`src/hw/rtl/sdr_pkg.sv`:
```
// Constants and codes shared by the shaded disc rasterizer.
`timescale 1ns / 1ps
`default_nettype none

package sdr_pkg;

	localparam logic [6:0]  MAX_RADIUS = 7'd96;
	localparam logic [11:0] MAX_FRAME  = 12'd2048;

	localparam logic        CMD_LOAD = 1'b0;
	localparam logic        CMD_STEP = 1'b1;

	localparam logic [1:0]  CFG_FRAME_WIDTH  = 2'd0;
	localparam logic [1:0]  CFG_FRAME_HEIGHT = 2'd1;

	localparam logic [11:0] FRAME_WIDTH_RST  = 12'd320;
	localparam logic [11:0] FRAME_HEIGHT_RST = 12'd180;

	localparam logic [16:0] SH_BASE = 17'd34079;
	localparam logic [15:0] SH_GAIN = 16'd31457;
	localparam logic [16:0] ST_BASE = 17'd57672;
	localparam logic [15:0] ST_GAIN = 16'd7864;
	localparam logic [24:0] RND_HALF = 25'd32768;

	localparam logic [4:0]  LAST_STEP = 5'd22;

endpackage

`default_nettype wire

```
`src/hw/rtl/shaded_disc_rasterizer_core.sv`:
```
// Shaded disc rasterizer: box scan, bit-serial square root and divide, color shading.
//
// A load command latches a body; its result passes through the done state into
// the output register. A step on an idle scan goes straight to the done state,
// and one whose box position is off-frame or outside the disc goes there from
// the check after the multiplies. For a step that writes a pixel, one shared
// multiplier forms r*r - dx*dx - dy*dy, a digit-serial square root retires two
// radicand bits per cycle, a restoring divide by the radius takes one quotient
// bit per cycle, and the same multiplier then forms the shade (scaled again for
// a star) and the three channels one per cycle. One item is in work at a time;
// a finished result sits in the output register while the next item is taken.
// Configuration writes are always ready.
`timescale 1ns / 1ps
`default_nettype none

module shaded_disc_rasterizer_core import sdr_pkg::*; (
	input  wire logic               clk,
	input  wire logic               arst_n,

	input  wire logic               cfg_valid,
	output logic                    cfg_ready,
	input  wire logic [1:0]         cfg_index,
	input  wire logic [11:0]        cfg_data,

	input  wire logic               in_valid,
	output logic                    in_stall,
	input  wire logic               cmd,
	input  wire logic signed [12:0] ctr_x,
	input  wire logic signed [12:0] ctr_y,
	input  wire logic [6:0]         disc_radius,
	input  wire logic               is_star,
	input  wire logic [7:0]         red,
	input  wire logic [7:0]         green,
	input  wire logic [7:0]         blue,

	output logic                    out_valid,
	input  wire logic               out_stall,
	output logic                    write_enable,
	output logic [10:0]             pixel_x,
	output logic [10:0]             pixel_y,
	output logic [7:0]              out_red,
	output logic [7:0]              out_green,
	output logic [7:0]              out_blue,
	output logic                    star_pixel,
	output logic                    finished
);

	localparam logic [3:0] PH_IDLE = 4'd0;
	localparam logic [3:0] PH_R2   = 4'd1;
	localparam logic [3:0] PH_DX2  = 4'd2;
	localparam logic [3:0] PH_DY2  = 4'd3;
	localparam logic [3:0] PH_CHK  = 4'd4;
	localparam logic [3:0] PH_SQRT = 4'd5;
	localparam logic [3:0] PH_DIV  = 4'd6;
	localparam logic [3:0] PH_SH   = 4'd7;
	localparam logic [3:0] PH_ST   = 4'd8;
	localparam logic [3:0] PH_CR   = 4'd9;
	localparam logic [3:0] PH_CG   = 4'd10;
	localparam logic [3:0] PH_CB   = 4'd11;
	localparam logic [3:0] PH_DONE = 4'd12;

	logic [3:0]         phase_q;
	logic [11:0]        frame_width_q;
	logic [11:0]        frame_height_q;
	logic [7:0]         scan_col_q;
	logic [7:0]         scan_row_q;
	logic [12:0]        body_col_q;
	logic [12:0]        body_row_q;
	logic [6:0]         body_radius_q;
	logic               body_star_q;
	logic [7:0]         body_red_q;
	logic [7:0]         body_green_q;
	logic [7:0]         body_blue_q;
	logic               scan_active_q;

	logic [6:0]         dx_q;
	logic [6:0]         dy_q;
	logic               inframe_q;
	logic signed [15:0] acc_q;
	logic [45:0]        rad_q;
	logic [25:0]        sq_rem_q;
	logic [22:0]        root_q;
	logic [22:0]        div_q;
	logic [6:0]         dv_rem_q;
	logic [4:0]         cnt_q;
	logic [16:0]        shade_q;

	logic               res_we_q;
	logic               res_fin_q;
	logic [10:0]        res_x_q;
	logic [10:0]        res_y_q;
	logic [7:0]         res_red_q;
	logic [7:0]         res_green_q;
	logic [7:0]         res_blue_q;

	logic               out_valid_q;
	logic               write_enable_q;
	logic [10:0]        pixel_x_q;
	logic [10:0]        pixel_y_q;
	logic [7:0]         out_red_q;
	logic [7:0]         out_green_q;
	logic [7:0]         out_blue_q;
	logic               star_pixel_q;
	logic               finished_q;

	logic [11:0]        w_eff;
	logic [11:0]        h_eff;
	logic [6:0]         r_sat;
	logic signed [14:0] cx_s;
	logic signed [14:0] cy_s;
	logic signed [14:0] rs_s;
	logic signed [14:0] ws_s;
	logic signed [14:0] hs_s;
	logic               cull;
	logic signed [8:0]  dx_s;
	logic signed [8:0]  dy_s;
	logic [13:0]        x_s;
	logic [13:0]        y_s;
	logic               x_in;
	logic               y_in;
	logic [6:0]         adx;
	logic [6:0]         ady;
	logic               col_last;
	logic               row_last;

	logic [16:0]        mul_a;
	logic [15:0]        mul_b;
	logic [32:0]        mul_p;
	logic [25:0]        sq_rem_n;
	logic [25:0]        sq_trial;
	logic               sq_ge;
	logic [22:0]        root_n;
	logic [7:0]         dv_rem_n;
	logic               dv_ge;
	logic [22:0]        div_n;
	logic [24:0]        ch_sum;
	logic [7:0]         ch_val;

	logic               in_take;
	logic               out_take;
	logic               out_load;

	assign cfg_ready = 1'b1;
	assign in_stall  = (phase_q != PH_IDLE);
	assign in_take   = in_valid && !in_stall;
	assign out_take  = out_valid_q && !out_stall;
	assign out_load  = (phase_q == PH_DONE) && (!out_valid_q || !out_stall);

	always_comb begin
		w_eff = (frame_width_q > MAX_FRAME) ? MAX_FRAME : frame_width_q;
		h_eff = (frame_height_q > MAX_FRAME) ? MAX_FRAME : frame_height_q;
		r_sat = (disc_radius > MAX_RADIUS) ? MAX_RADIUS : disc_radius;
		cx_s = {{2{ctr_x[12]}}, ctr_x};
		cy_s = {{2{ctr_y[12]}}, ctr_y};
		rs_s = {8'd0, r_sat};
		ws_s = {3'd0, w_eff};
		hs_s = {3'd0, h_eff};
		cull = (r_sat == 7'd0) || (cx_s < -rs_s) || (cx_s >= ws_s + rs_s) ||
			(cy_s < -rs_s) || (cy_s >= hs_s + rs_s);

		dx_s = $signed({1'b0, scan_col_q}) - $signed({2'b00, body_radius_q});
		dy_s = $signed({1'b0, scan_row_q}) - $signed({2'b00, body_radius_q});
		x_s = {body_col_q[12], body_col_q} + {{5{dx_s[8]}}, dx_s};
		y_s = {body_row_q[12], body_row_q} + {{5{dy_s[8]}}, dy_s};
		x_in = !x_s[13] && (x_s[12:0] < {1'b0, w_eff});
		y_in = !y_s[13] && (y_s[12:0] < {1'b0, h_eff});
		adx = dx_s[8] ? 7'(-dx_s) : dx_s[6:0];
		ady = dy_s[8] ? 7'(-dy_s) : dy_s[6:0];
		col_last = (scan_col_q == {body_radius_q, 1'b0});
		row_last = (scan_row_q == {body_radius_q, 1'b0});
	end

	always_comb begin
		case (phase_q)
			PH_R2: begin
				mul_a = {10'd0, body_radius_q};
				mul_b = {9'd0, body_radius_q};
			end
			PH_DX2: begin
				mul_a = {10'd0, dx_q};
				mul_b = {9'd0, dx_q};
			end
			PH_DY2: begin
				mul_a = {10'd0, dy_q};
				mul_b = {9'd0, dy_q};
			end
			PH_SH: begin
				mul_a = div_q[16:0];
				mul_b = SH_GAIN;
			end
			PH_ST: begin
				mul_a = shade_q;
				mul_b = ST_GAIN;
			end
			PH_CR: begin
				mul_a = shade_q;
				mul_b = {8'd0, body_red_q};
			end
			PH_CG: begin
				mul_a = shade_q;
				mul_b = {8'd0, body_green_q};
			end
			PH_CB: begin
				mul_a = shade_q;
				mul_b = {8'd0, body_blue_q};
			end
			default: begin
				mul_a = 17'd0;
				mul_b = 16'd0;
			end
		endcase
		mul_p = {16'd0, mul_a} * {17'd0, mul_b};
		ch_sum = mul_p[24:0] + RND_HALF;
		ch_val = ch_sum[24] ? 8'hFF : ch_sum[23:16];
	end

	always_comb begin
		sq_rem_n = {sq_rem_q[23:0], rad_q[45:44]};
		sq_trial = {1'b0, root_q, 2'b01};
		sq_ge    = (sq_rem_n >= sq_trial);
		root_n   = {root_q[21:0], sq_ge};
		dv_rem_n = {dv_rem_q, div_q[22]};
		dv_ge    = (dv_rem_n >= {1'b0, body_radius_q});
		div_n    = {div_q[21:0], dv_ge};
	end

	always_ff @(posedge clk or negedge arst_n) begin
		if (!arst_n) begin
			frame_width_q  <= FRAME_WIDTH_RST;
			frame_height_q <= FRAME_HEIGHT_RST;
		end else if (cfg_valid && cfg_ready) begin
			case (cfg_index)
				CFG_FRAME_WIDTH:  frame_width_q  <= cfg_data;
				CFG_FRAME_HEIGHT: frame_height_q <= cfg_data;
				default: ;
			endcase
		end
	end

	always_ff @(posedge clk or negedge arst_n) begin
		if (!arst_n) begin
			phase_q       <= PH_IDLE;
			scan_col_q    <= 8'd0;
			scan_row_q    <= 8'd0;
			body_col_q    <= 13'd0;
			body_row_q    <= 13'd0;
			body_radius_q <= 7'd0;
			body_star_q   <= 1'b0;
			body_red_q    <= 8'd0;
			body_green_q  <= 8'd0;
			body_blue_q   <= 8'd0;
			scan_active_q <= 1'b0;
		end else begin
			case (phase_q)
				PH_IDLE: begin
					if (in_take) begin
						if (cmd == CMD_LOAD) begin
							body_col_q    <= ctr_x;
							body_row_q    <= ctr_y;
							body_radius_q <= r_sat;
							body_star_q   <= is_star;
							body_red_q    <= red;
							body_green_q  <= green;
							body_blue_q   <= blue;
							scan_col_q    <= 8'd0;
							scan_row_q    <= 8'd0;
							scan_active_q <= !cull;
							res_fin_q     <= cull;
							res_we_q      <= 1'b0;
							phase_q       <= PH_DONE;
						end else if (!scan_active_q) begin
							res_fin_q <= 1'b1;
							res_we_q  <= 1'b0;
							phase_q   <= PH_DONE;
						end else begin
							dx_q      <= adx;
							dy_q      <= ady;
							res_x_q   <= x_s[10:0];
							res_y_q   <= y_s[10:0];
							inframe_q <= x_in && y_in;
							res_fin_q <= col_last && row_last;
							if (col_last) begin
								scan_col_q <= 8'd0;
								if (row_last) begin
									scan_row_q    <= 8'd0;
									scan_active_q <= 1'b0;
								end else begin
									scan_row_q <= scan_row_q + 8'd1;
								end
							end else begin
								scan_col_q <= scan_col_q + 8'd1;
							end
							phase_q <= PH_R2;
						end
					end
				end
				PH_R2: begin
					acc_q   <= $signed({2'b00, mul_p[13:0]});
					phase_q <= PH_DX2;
				end
				PH_DX2: begin
					acc_q   <= acc_q - $signed({2'b00, mul_p[13:0]});
					phase_q <= PH_DY2;
				end
				PH_DY2: begin
					acc_q   <= acc_q - $signed({2'b00, mul_p[13:0]});
					phase_q <= PH_CHK;
				end
				PH_CHK: begin
					if (!inframe_q || acc_q[15]) begin
						res_we_q <= 1'b0;
						phase_q  <= PH_DONE;
					end else begin
						rad_q    <= {acc_q[13:0], 32'd0};
						sq_rem_q <= 26'd0;
						root_q   <= 23'd0;
						cnt_q    <= LAST_STEP;
						phase_q  <= PH_SQRT;
					end
				end
				PH_SQRT: begin
					rad_q    <= {rad_q[43:0], 2'b00};
					sq_rem_q <= sq_ge ? (sq_rem_n - sq_trial) : sq_rem_n;
					root_q   <= root_n;
					if (cnt_q == 5'd0) begin
						div_q    <= root_n;
						dv_rem_q <= 7'd0;
						cnt_q    <= LAST_STEP;
						phase_q  <= PH_DIV;
					end else begin
						cnt_q <= cnt_q - 5'd1;
					end
				end
				PH_DIV: begin
					dv_rem_q <= dv_ge ? 7'(dv_rem_n - {1'b0, body_radius_q}) : dv_rem_n[6:0];
					div_q    <= div_n;
					if (cnt_q == 5'd0) begin
						phase_q <= PH_SH;
					end else begin
						cnt_q <= cnt_q - 5'd1;
					end
				end
				PH_SH: begin
					shade_q <= SH_BASE + {1'b0, mul_p[31:16]};
					phase_q <= body_star_q ? PH_ST : PH_CR;
				end
				PH_ST: begin
					shade_q <= ST_BASE + {1'b0, mul_p[31:16]};
					phase_q <= PH_CR;
				end
				PH_CR: begin
					res_red_q <= ch_val;
					phase_q   <= PH_CG;
				end
				PH_CG: begin
					res_green_q <= ch_val;
					phase_q     <= PH_CB;
				end
				PH_CB: begin
					res_blue_q <= ch_val;
					res_we_q   <= 1'b1;
					phase_q    <= PH_DONE;
				end
				PH_DONE: begin
					if (out_load) begin
						phase_q <= PH_IDLE;
					end
				end
				default: phase_q <= PH_IDLE;
			endcase
		end
	end

	always_ff @(posedge clk or negedge arst_n) begin
		if (!arst_n) begin
			out_valid_q <= 1'b0;
		end else if (out_load) begin
			out_valid_q <= 1'b1;
		end else if (out_take) begin
			out_valid_q <= 1'b0;
		end
	end

	always_ff @(posedge clk) begin
		if (out_load) begin
			write_enable_q <= res_we_q;
			pixel_x_q      <= res_we_q ? res_x_q : 11'd0;
			pixel_y_q      <= res_we_q ? res_y_q : 11'd0;
			out_red_q      <= res_we_q ? res_red_q : 8'd0;
			out_green_q    <= res_we_q ? res_green_q : 8'd0;
			out_blue_q     <= res_we_q ? res_blue_q : 8'd0;
			star_pixel_q   <= res_we_q && body_star_q;
			finished_q     <= res_fin_q;
		end
	end

	assign out_valid    = out_valid_q;
	assign write_enable = write_enable_q;
	assign pixel_x      = pixel_x_q;
	assign pixel_y      = pixel_y_q;
	assign out_red      = out_red_q;
	assign out_green    = out_green_q;
	assign out_blue     = out_blue_q;
	assign star_pixel   = star_pixel_q;
	assign finished     = finished_q;

endmodule

`default_nettype wire

```
`config.mk`:
```
export PLATFORM = sky130hd
export DESIGN_NAME = shaded_disc_rasterizer_core
export DESIGN_NICKNAME = d
export VERILOG_FILES = /design/src/hw/rtl/sdr_pkg.sv /design/src/hw/rtl/shaded_disc_rasterizer_core.sv
export SDC_FILE = /design/constraint.sdc
export NUM_CORES = 1
export LEC_CHECK = 0
export ABC_CLOCK_PERIOD_IN_PS = 15200
export BUFFER_PORTS_ARGS = -buffer_cell sky130_fd_sc_hd__buf_4
export CORE_MARGIN = 2
export CORE_UTILIZATION = 35
export CTS_CLUSTER_DIAMETER = 80
export DETAILED_ROUTE_END_ITERATION = 12
export GPL_TIMING_DRIVEN = 0
export SLEW_MARGIN = 30
export SYNTH_ARGS = -nofsm -noshare
export SYNTH_HDL_FRONTEND = slang
export SYNTH_SLANG_ARGS = --single-unit
```
`constraint.sdc`:
```
create_clock -name clk -period 15.2 [get_ports clk]
set_clock_uncertainty 0.1 [all_clocks]
set_input_delay 4.56 -clock clk [delete_from_list [all_inputs] [get_ports clk]]
set_output_delay 4.56 -clock clk [all_outputs]
set_load 0.01 [all_outputs]
```
== Yosys cells after proc, flatten, opt, wreduce, memory -nomap -nowiden ==
Cells that the tools add are included.

* Add/sub/neg operators: 18
* $mul: 1
* Divide/modulo/power cells: 0
* Magnitude comparators: 11
* Eq/ne operators: 25
* Shift-type cells: 0
* Muxes and demuxes: 55
* Bitwise gates (word level): 1
* Reduce and logical (&&, ||, !) cells: 53

{| class="wikitable"
|+ Operators with widths
! kind !! number
|-
| $pmux 15 s8 || 1
|-
| $pmux 23 s2 || 2
|-
| $pmux 46 s2 || 1
|-
| $pmux 17 s5 || 1
|-
| $mux 8 || 8
|-
| $pmux 4 s13 || 1
|-
| $mux 24 || 2
|-
| $pmux 24 s2 || 1
|-
| $mux 23 || 2
|-
| $mux 46 || 1
|-
| $mux 7 || 5
|-
| $add 16x16->17 const A || 2
|-
| $pmux 17 s2 || 1
|-
| $mul 17x16->32 || 1
|-
| $pmux 16 s2 || 1
|-
| $lt 13x15->1 || 2
|-
| $add 13x9->14 || 2
|-
| $ge 13x14->1 || 2
|-
| $mux 4 || 7
|-
| $add 12x7->13 || 2
|-
| $ge 26x25->1 || 1
|-
| $lt 13x12->1 || 2
|-
| $add 25x16->25 const B || 1
|-
| $gt 12x12->1 const B || 2
|-
| 42 further kinds || 113
|}

* Register bits after elaboration: 377
* Bits in latches: 0
* Memory bits (writable): 0
* Bits in read-only memories: 0
* Input port bits: 78
* Output and inout bits: 52
* Logic and storage cells: 204
* Memories kept: 0

== Depth between registers and ports, before layout ==
* Word-level depth: 10
* Mapped depth: 35
* Gate-level depth less buffers: 32

== Worst setup path before layout ==
OpenSTA, ideal clock, no wires.

* Kind: input to register
* Start: in arst_n
* End: reg rad_q[32], enable pin
* Setup time: 555 ps
* Arrival: 8,811 ps
* Required time: 14,545 ps
* Path slack: 5,734 ps
* Stages on the path: 2
* Buffers on the path: 0
* Path through: nand2_1 -> nor3_1

* Cells in the longest elaborated chain, start to end: 1

{| class="wikitable"
|+ Ends and longest elaborated chain
! item !! RTL line !! RTL
|-
| from (decl) || shaded_disc_rasterizer_core.sv:18 || <nowiki>input wire logic arst_n,</nowiki>
|-
| $reduce_and 3->1 (no line) || n/a ||
|-
| to (signal assigned) || shaded_disc_rasterizer_core.sv:314 || <nowiki>rad_q <= {acc_q[13:0], 32'd0};</nowiki>
|-
| to (signal assigned) || shaded_disc_rasterizer_core.sv:322 || <nowiki>rad_q <= {rad_q[43:0], 2'b00};</nowiki>
|-
| to (decl) || shaded_disc_rasterizer_core.sv:80 || <nowiki>logic [45:0] rad_q;</nowiki>
|}

Every way passes these cells.
A chain may end at the register's enable or synchronous reset.

== Final worst setup path ==
* Start: reg phase_q[0]
* End: reg shade_q[13] (data pin)

* Cells in the longest elaborated chain, start to end: 6
* Elaborated cells between the ends (all ways): 15
* Those cells by class: 2 x add/sub; 1 x mul; 8 x eq/ne; 3 x mux; 1 x reduce/logical

{| class="wikitable"
|+ Ends and longest elaborated chain
! item !! RTL line !! RTL
|-
| from (decl) || shaded_disc_rasterizer_core.sv:62 || <nowiki>logic [3:0] phase_q;</nowiki>
|-
| from (signal assigned) || shaded_disc_rasterizer_core.sv:345 || <nowiki>phase_q <= body_star_q ? PH_ST : PH_CR;</nowiki>
|-
| $eq 4x4->1 (on tied branches) || shaded_disc_rasterizer_core.sv:174, shaded_disc_rasterizer_core.sv:254 ||
|-
| $reduce_or 4->1 (no line) || n/a ||
|-
| $pmux 17 s5 || shaded_disc_rasterizer_core.sv:174 || <nowiki>case (phase_q)</nowiki>
|-
| $mul 17x16->32 || shaded_disc_rasterizer_core.sv:212 || <nowiki>mul_p = {16'd0, mul_a} * {17'd0, mul_b};</nowiki>
|-
| $add 16x16->17 (on tied branches) || shaded_disc_rasterizer_core.sv:348, shaded_disc_rasterizer_core.sv:344 ||
|-
| $pmux 17 s2 * || shaded_disc_rasterizer_core.sv:254 || <nowiki>case (phase_q)</nowiki>
|-
| to (signal assigned) || shaded_disc_rasterizer_core.sv:344 || <nowiki>shade_q <= SH_BASE + {1'b0, mul_p[31:16]};</nowiki>
|-
| to (signal assigned) || shaded_disc_rasterizer_core.sv:348 || <nowiki>shade_q <= ST_BASE + {1'b0, mul_p[31:16]};</nowiki>
|-
| to (decl) || shaded_disc_rasterizer_core.sv:86 || <nowiki>logic [16:0] shade_q;</nowiki>
|}

Every way passes the cells marked *; elsewhere a longest branch is shown, timed or not.

==> results <==
- The run finished with clean final reports.
- The detailed placement HPWL is 61.5 mm.
- The area share of the leading cell type in the synthesized netlist is 25.2%.
- Global routing used 18.1% of the available tracks.
- The synthesized netlist devotes 25.8% of its cell area to adder and majority cells.
- The type of the worst min-delay path is reg2reg.
- The row count is 104.
- The startpoint identified for the worst register-to-register timing path is phase_q[0].
- The initial antenna violation count is 5.
- The transition at the pin with the smallest max-transition slack is 0.953 ns.
- The total of max-cap violations is 0.
- Across the VDD grid, the largest voltage drop is 121 uV.
- The clock tree from TritonCTS is done.
- The number of nets in the layout is 3,622.
- STA classifies the critical path startpoint as a register.
- The path with the worst hold slack has its endpoint at finished.
- The die extent in y is 290 um.
- The final max-slew violation count is 0.
- The number of global-route vias before repair is 21,413.
- The kind of capture point of the worst setup path is a register.
- The endpoint identified for the worst register-to-register timing path is shade_q[13].
- For this run, design rule violations remaining after detail routing come to 0.
- The post-place instance area is 31,300 um^2.
- In the routed layout, each cell is associated on average with a via count of 5.10.
- Setup violations remaining at the end of the flow were counted as 0.
- The cell count of the worst hold path is 0.
- The count of placed standard cells in the final layout, fillers left out is 4,157.
- The critical path's most frequent cell is sky130_fd_sc_hd__fa_1.
- The post-cts hold buffer count is 0.
- The number of DRC markers after the initial detailed-route iteration is 1,528.
- The setup total negative slack is 0 ns.
- The aggregate routed wire length is 76.4 mm.
- For this run, asynchronously set or reset flops after synthesis account for 30.1%.
- From synthesis to final layout, the design area changed by 14.5%.
- The starting density of the core is 35.5%.
- The synthesized instance count is 2,873.
- In this run, synthesis produced a sequential element count of 345.
- The post-route minimum period is 11.28 ns.
- Entering global routing, the biggest net connects 65 pins.
- The final cell area excluding filler cells is 32,800 um^2.
- The largest single stage delay on the critical path is 0.75 ns.
- Port buffering added 127 buffers.
- The total overflow left after global routing is 0.
- The die covers 84,300 um^2.
- Measured against its own limit, the worst slew margin works out to 36.5%.
- The post-cts gate resize count is 0.
- During synthesis, Yosys emitted a total of 0 warnings.
- The TritonCTS sink count is 345.
- The synthesized netlist devotes 4.78% of its cell area to XOR and XNOR gates.
- The share of synthesized area spent on multiplexers is 4.17%.
- Counting tap cells, the placed design contains a total of 4,077 instances.
- The share of layout cells above drive strength 1 is 12.7%.
- The family with the most delay on the worst path is adder cells.
- Dividing the final minimum period by the clock period gives 74.2%.
- The clock latency of the later-clocked register in the worst-skew pair is 0.61 ns.
- The routed length per instance is 18.4 um.
- The number of cells on the worst reg-to-reg path is 31.
- The top flip-flop cell by instance count after synthesis is sky130_fd_sc_hd__edfxtp_1.
- The register-to-register setup slack is 3.92 ns.
- After clock tree synthesis, the clock-pin slew on the worst setup and hold paths is 0.06 ns.
- Dividing total power by cell area gives a power density of 193 nW/um^2.
- The count of nets left with antenna violations once routing finished came out at 0.
- The number of nets in the synthesized netlist is 3,433.
- CTS built an H-tree with a depth of 2.
- The synthesized netlist contains 83 unique library cells.
- The number of synthesized flops with an enable pin is 241.
- The data required time at the worst endpoint is 15.40 ns.
- The main combinational cell family by area after synthesis is adder cells.
- The number of top-level pins is 130.
- Among all stages on the critical path, the largest delay is contributed by sky130_fd_sc_hd__clkbuf_1.
- The clock passes through at most 3 buffers.
- Summing every instance area after synthesis gives 28,700 um^2.
- The last weighted congestion value of the routability-driven placer is 0.942.
- The critical path class is reg2reg.
- The routed layout has 21,200 vias.
- The largest fanout on the critical path is 10.
- The die is 290 um wide.
- The area of the core region is 80,800 um^2.
- The critical path arrival is 11.48 ns.
- Sequential cells were found to cover 34.3% of the synthesized design area.
- Sorting the synthesized cells by area gives the leading types as sky130_fd_sc_hd__edfxtp_1, sky130_fd_sc_hd__ha_1, sky130_fd_sc_hd__fa_1.
- The pre-antenna-repair detailed-routing pass consisted of 5 iterations.
- Leaving out fill and tap cells, the most frequent cells in the layout are sky130_fd_sc_hd__inv_1, sky130_fd_sc_hd__ha_1, sky130_fd_sc_hd__nor2_1.
- Summing the areas of all and, or, nand and nor instances in the mapped netlist gives 13.5% of the synthesized area.
- The final number of hold-violating endpoints came to 0.
- Setup repair after global routing left no endpoint under its margin.
- Leaving out fill and tap cells, the most frequent cell in the layout is sky130_fd_sc_hd__inv_1.
- The global-route wire length before repair is 120 mm.
- The root buffer cell chosen for the clock tree is sky130_fd_sc_hd__clkbuf_16.
- The average instance in the mapped netlist occupies 9.99 um^2.
- Clock tree synthesis inserted a total of 43 buffers.
- The startpoint identified for the worst hold timing path is res_fin_q.
- The critical path contains buffers and inverters numbering 9 combined.
- The cell accounting for the most synthesized area is sky130_fd_sc_hd__edfxtp_1.
- The number of setup buffers added after CTS is 0.
- Counting the fill cells in the layout gives 7,829.
- The share of the synthesized area in compound gates (AO/OA/AOI/OAI) is 12.0%.
- Derived from the worst setup path, the maximum achievable clock frequency is 88.7 MHz.
- The cell leakage power is 14.9 nW.
- The post-layout utilization of the core is 40.6%.
[worst max path at each step]
stage,endpoint,cells after the start,start,slack [ns]
final,shade_q[13],31,phase_q[0],3.92
after global routing,shade_q[13],31,phase_q[0],3.34
after CTS,shade_q[13],31,phase_q[0],4.01
after detailed placement,shade_q[15],31,phase_q[0],4.11
after global placement,rad_q[42],3,arst_n,2.13
after floorplan,rad_q[32],2,arst_n,5.73
[worst reg2reg max path, delay by kind of cell, from the launching register on]
| kind | cells | cell delay (ns) |
|---|---|---|
| adders and majority gates | 8 | 3.74 |
| buffers and inverters | 9 | 2.81 |
| AOI/OAI and AO/OA | 5 | 1.57 |
| and+or+nand+nor | 6 | 1.36 |
| xor gates and xnor gates | 2 | 0.73 |
| DFF | 1 | 0.36 |
| muxes | 1 | 0.29 |
[flip-flops by register name, summed over array words and instances, names as in the netlist, 11 cells and up]
name and flops:
sq_rem_q 24, div_q 23, root_q 23, shade_q 17, acc_q 16, rad_q 14, body_col_q 13, body_row_q 13
frame_height_q 12, frame_width_q 12, pixel_x 11, pixel_y 11, res_x_q 11, res_y_q 11
[cells in the mapped netlist, types with 28 or more instances]
cell	instances
sky130_fd_sc_hd__a21o_1	66
sky130_fd_sc_hd__a21oi_1	151
sky130_fd_sc_hd__and2_1	70
sky130_fd_sc_hd__clkbuf_1	66
sky130_fd_sc_hd__dfrtp_1	98
sky130_fd_sc_hd__edfxtp_1	241
sky130_fd_sc_hd__fa_1	181
sky130_fd_sc_hd__ha_1	301
sky130_fd_sc_hd__inv_1	337
sky130_fd_sc_hd__mux2_2	84
sky130_fd_sc_hd__nand2_1	225
sky130_fd_sc_hd__nand2b_1	36
sky130_fd_sc_hd__nand3_1	38
sky130_fd_sc_hd__nor2_1	283
sky130_fd_sc_hd__nor2b_1	35
sky130_fd_sc_hd__nor3_1	28
sky130_fd_sc_hd__o21ai_0	132
sky130_fd_sc_hd__or2_2	38
sky130_fd_sc_hd__xnor2_1	116
sky130_fd_sc_hd__xor2_1	37
[cells by family after synthesis]
family	count (synthesis)
and+or+nand+nor	823
AOI/OAI and AO/OA	542
adders and majority gates	482
buffers and inverters	416
DFF	345
xor gates and xnor gates	155
muxes	109
other	1
[stage by stage]
stage	total power, mW	hold WS (ns)	setup slack (ns)
2_1_floorplan	4.17	0.300	5.73
3_3_place_gp	5.18	0.318	2.13
3_5_place_dp	5.26	0.351	4.11
4_1_cts	6.38	0.356	4.01
5_1_grt	6.90	0.374	3.34
6_report	6.35	0.357	3.92
[layer usage]
layer / vias to the layer above / track usage (%) / wire length [um]
met5: - / 0 / 13
met4: 2 / 6.45 / 2640
met3: 123 / 3.79 / 4330
met2: 496 / 29.4 / 35400
met1: 10331 / 23.9 / 34000
li1: 10248 / - / -
[area by class of cell]
cell class,count,area (um^2),area share (%)
diodes,2,5.00,0.0152
plain buffers,79,315,0.960
clock buffers,52,1160,3.53
clock inverters,26,339,1.03
inverters,337,1260,3.85
multi-input cells,2112,17400,52.9
flip-flops and latches,345,9850,30.0
well taps,1060,1330,4.04
repair buffers,144,1210,3.68
[power breakdown]
| part | internal, mW | total (mW) | switching (mW) | leakage, nW |
|---|---|---|---|---|
| Sequential | 1.38 | 1.52 | 0.140 | 3.49 |
| Combinational | 1.48 | 3.74 | 2.26 | 10.7 |
| Clock | 0.639 | 1.09 | 0.448 | 0.725 |
No activity file was read; power rests on OpenSTA's default activity.
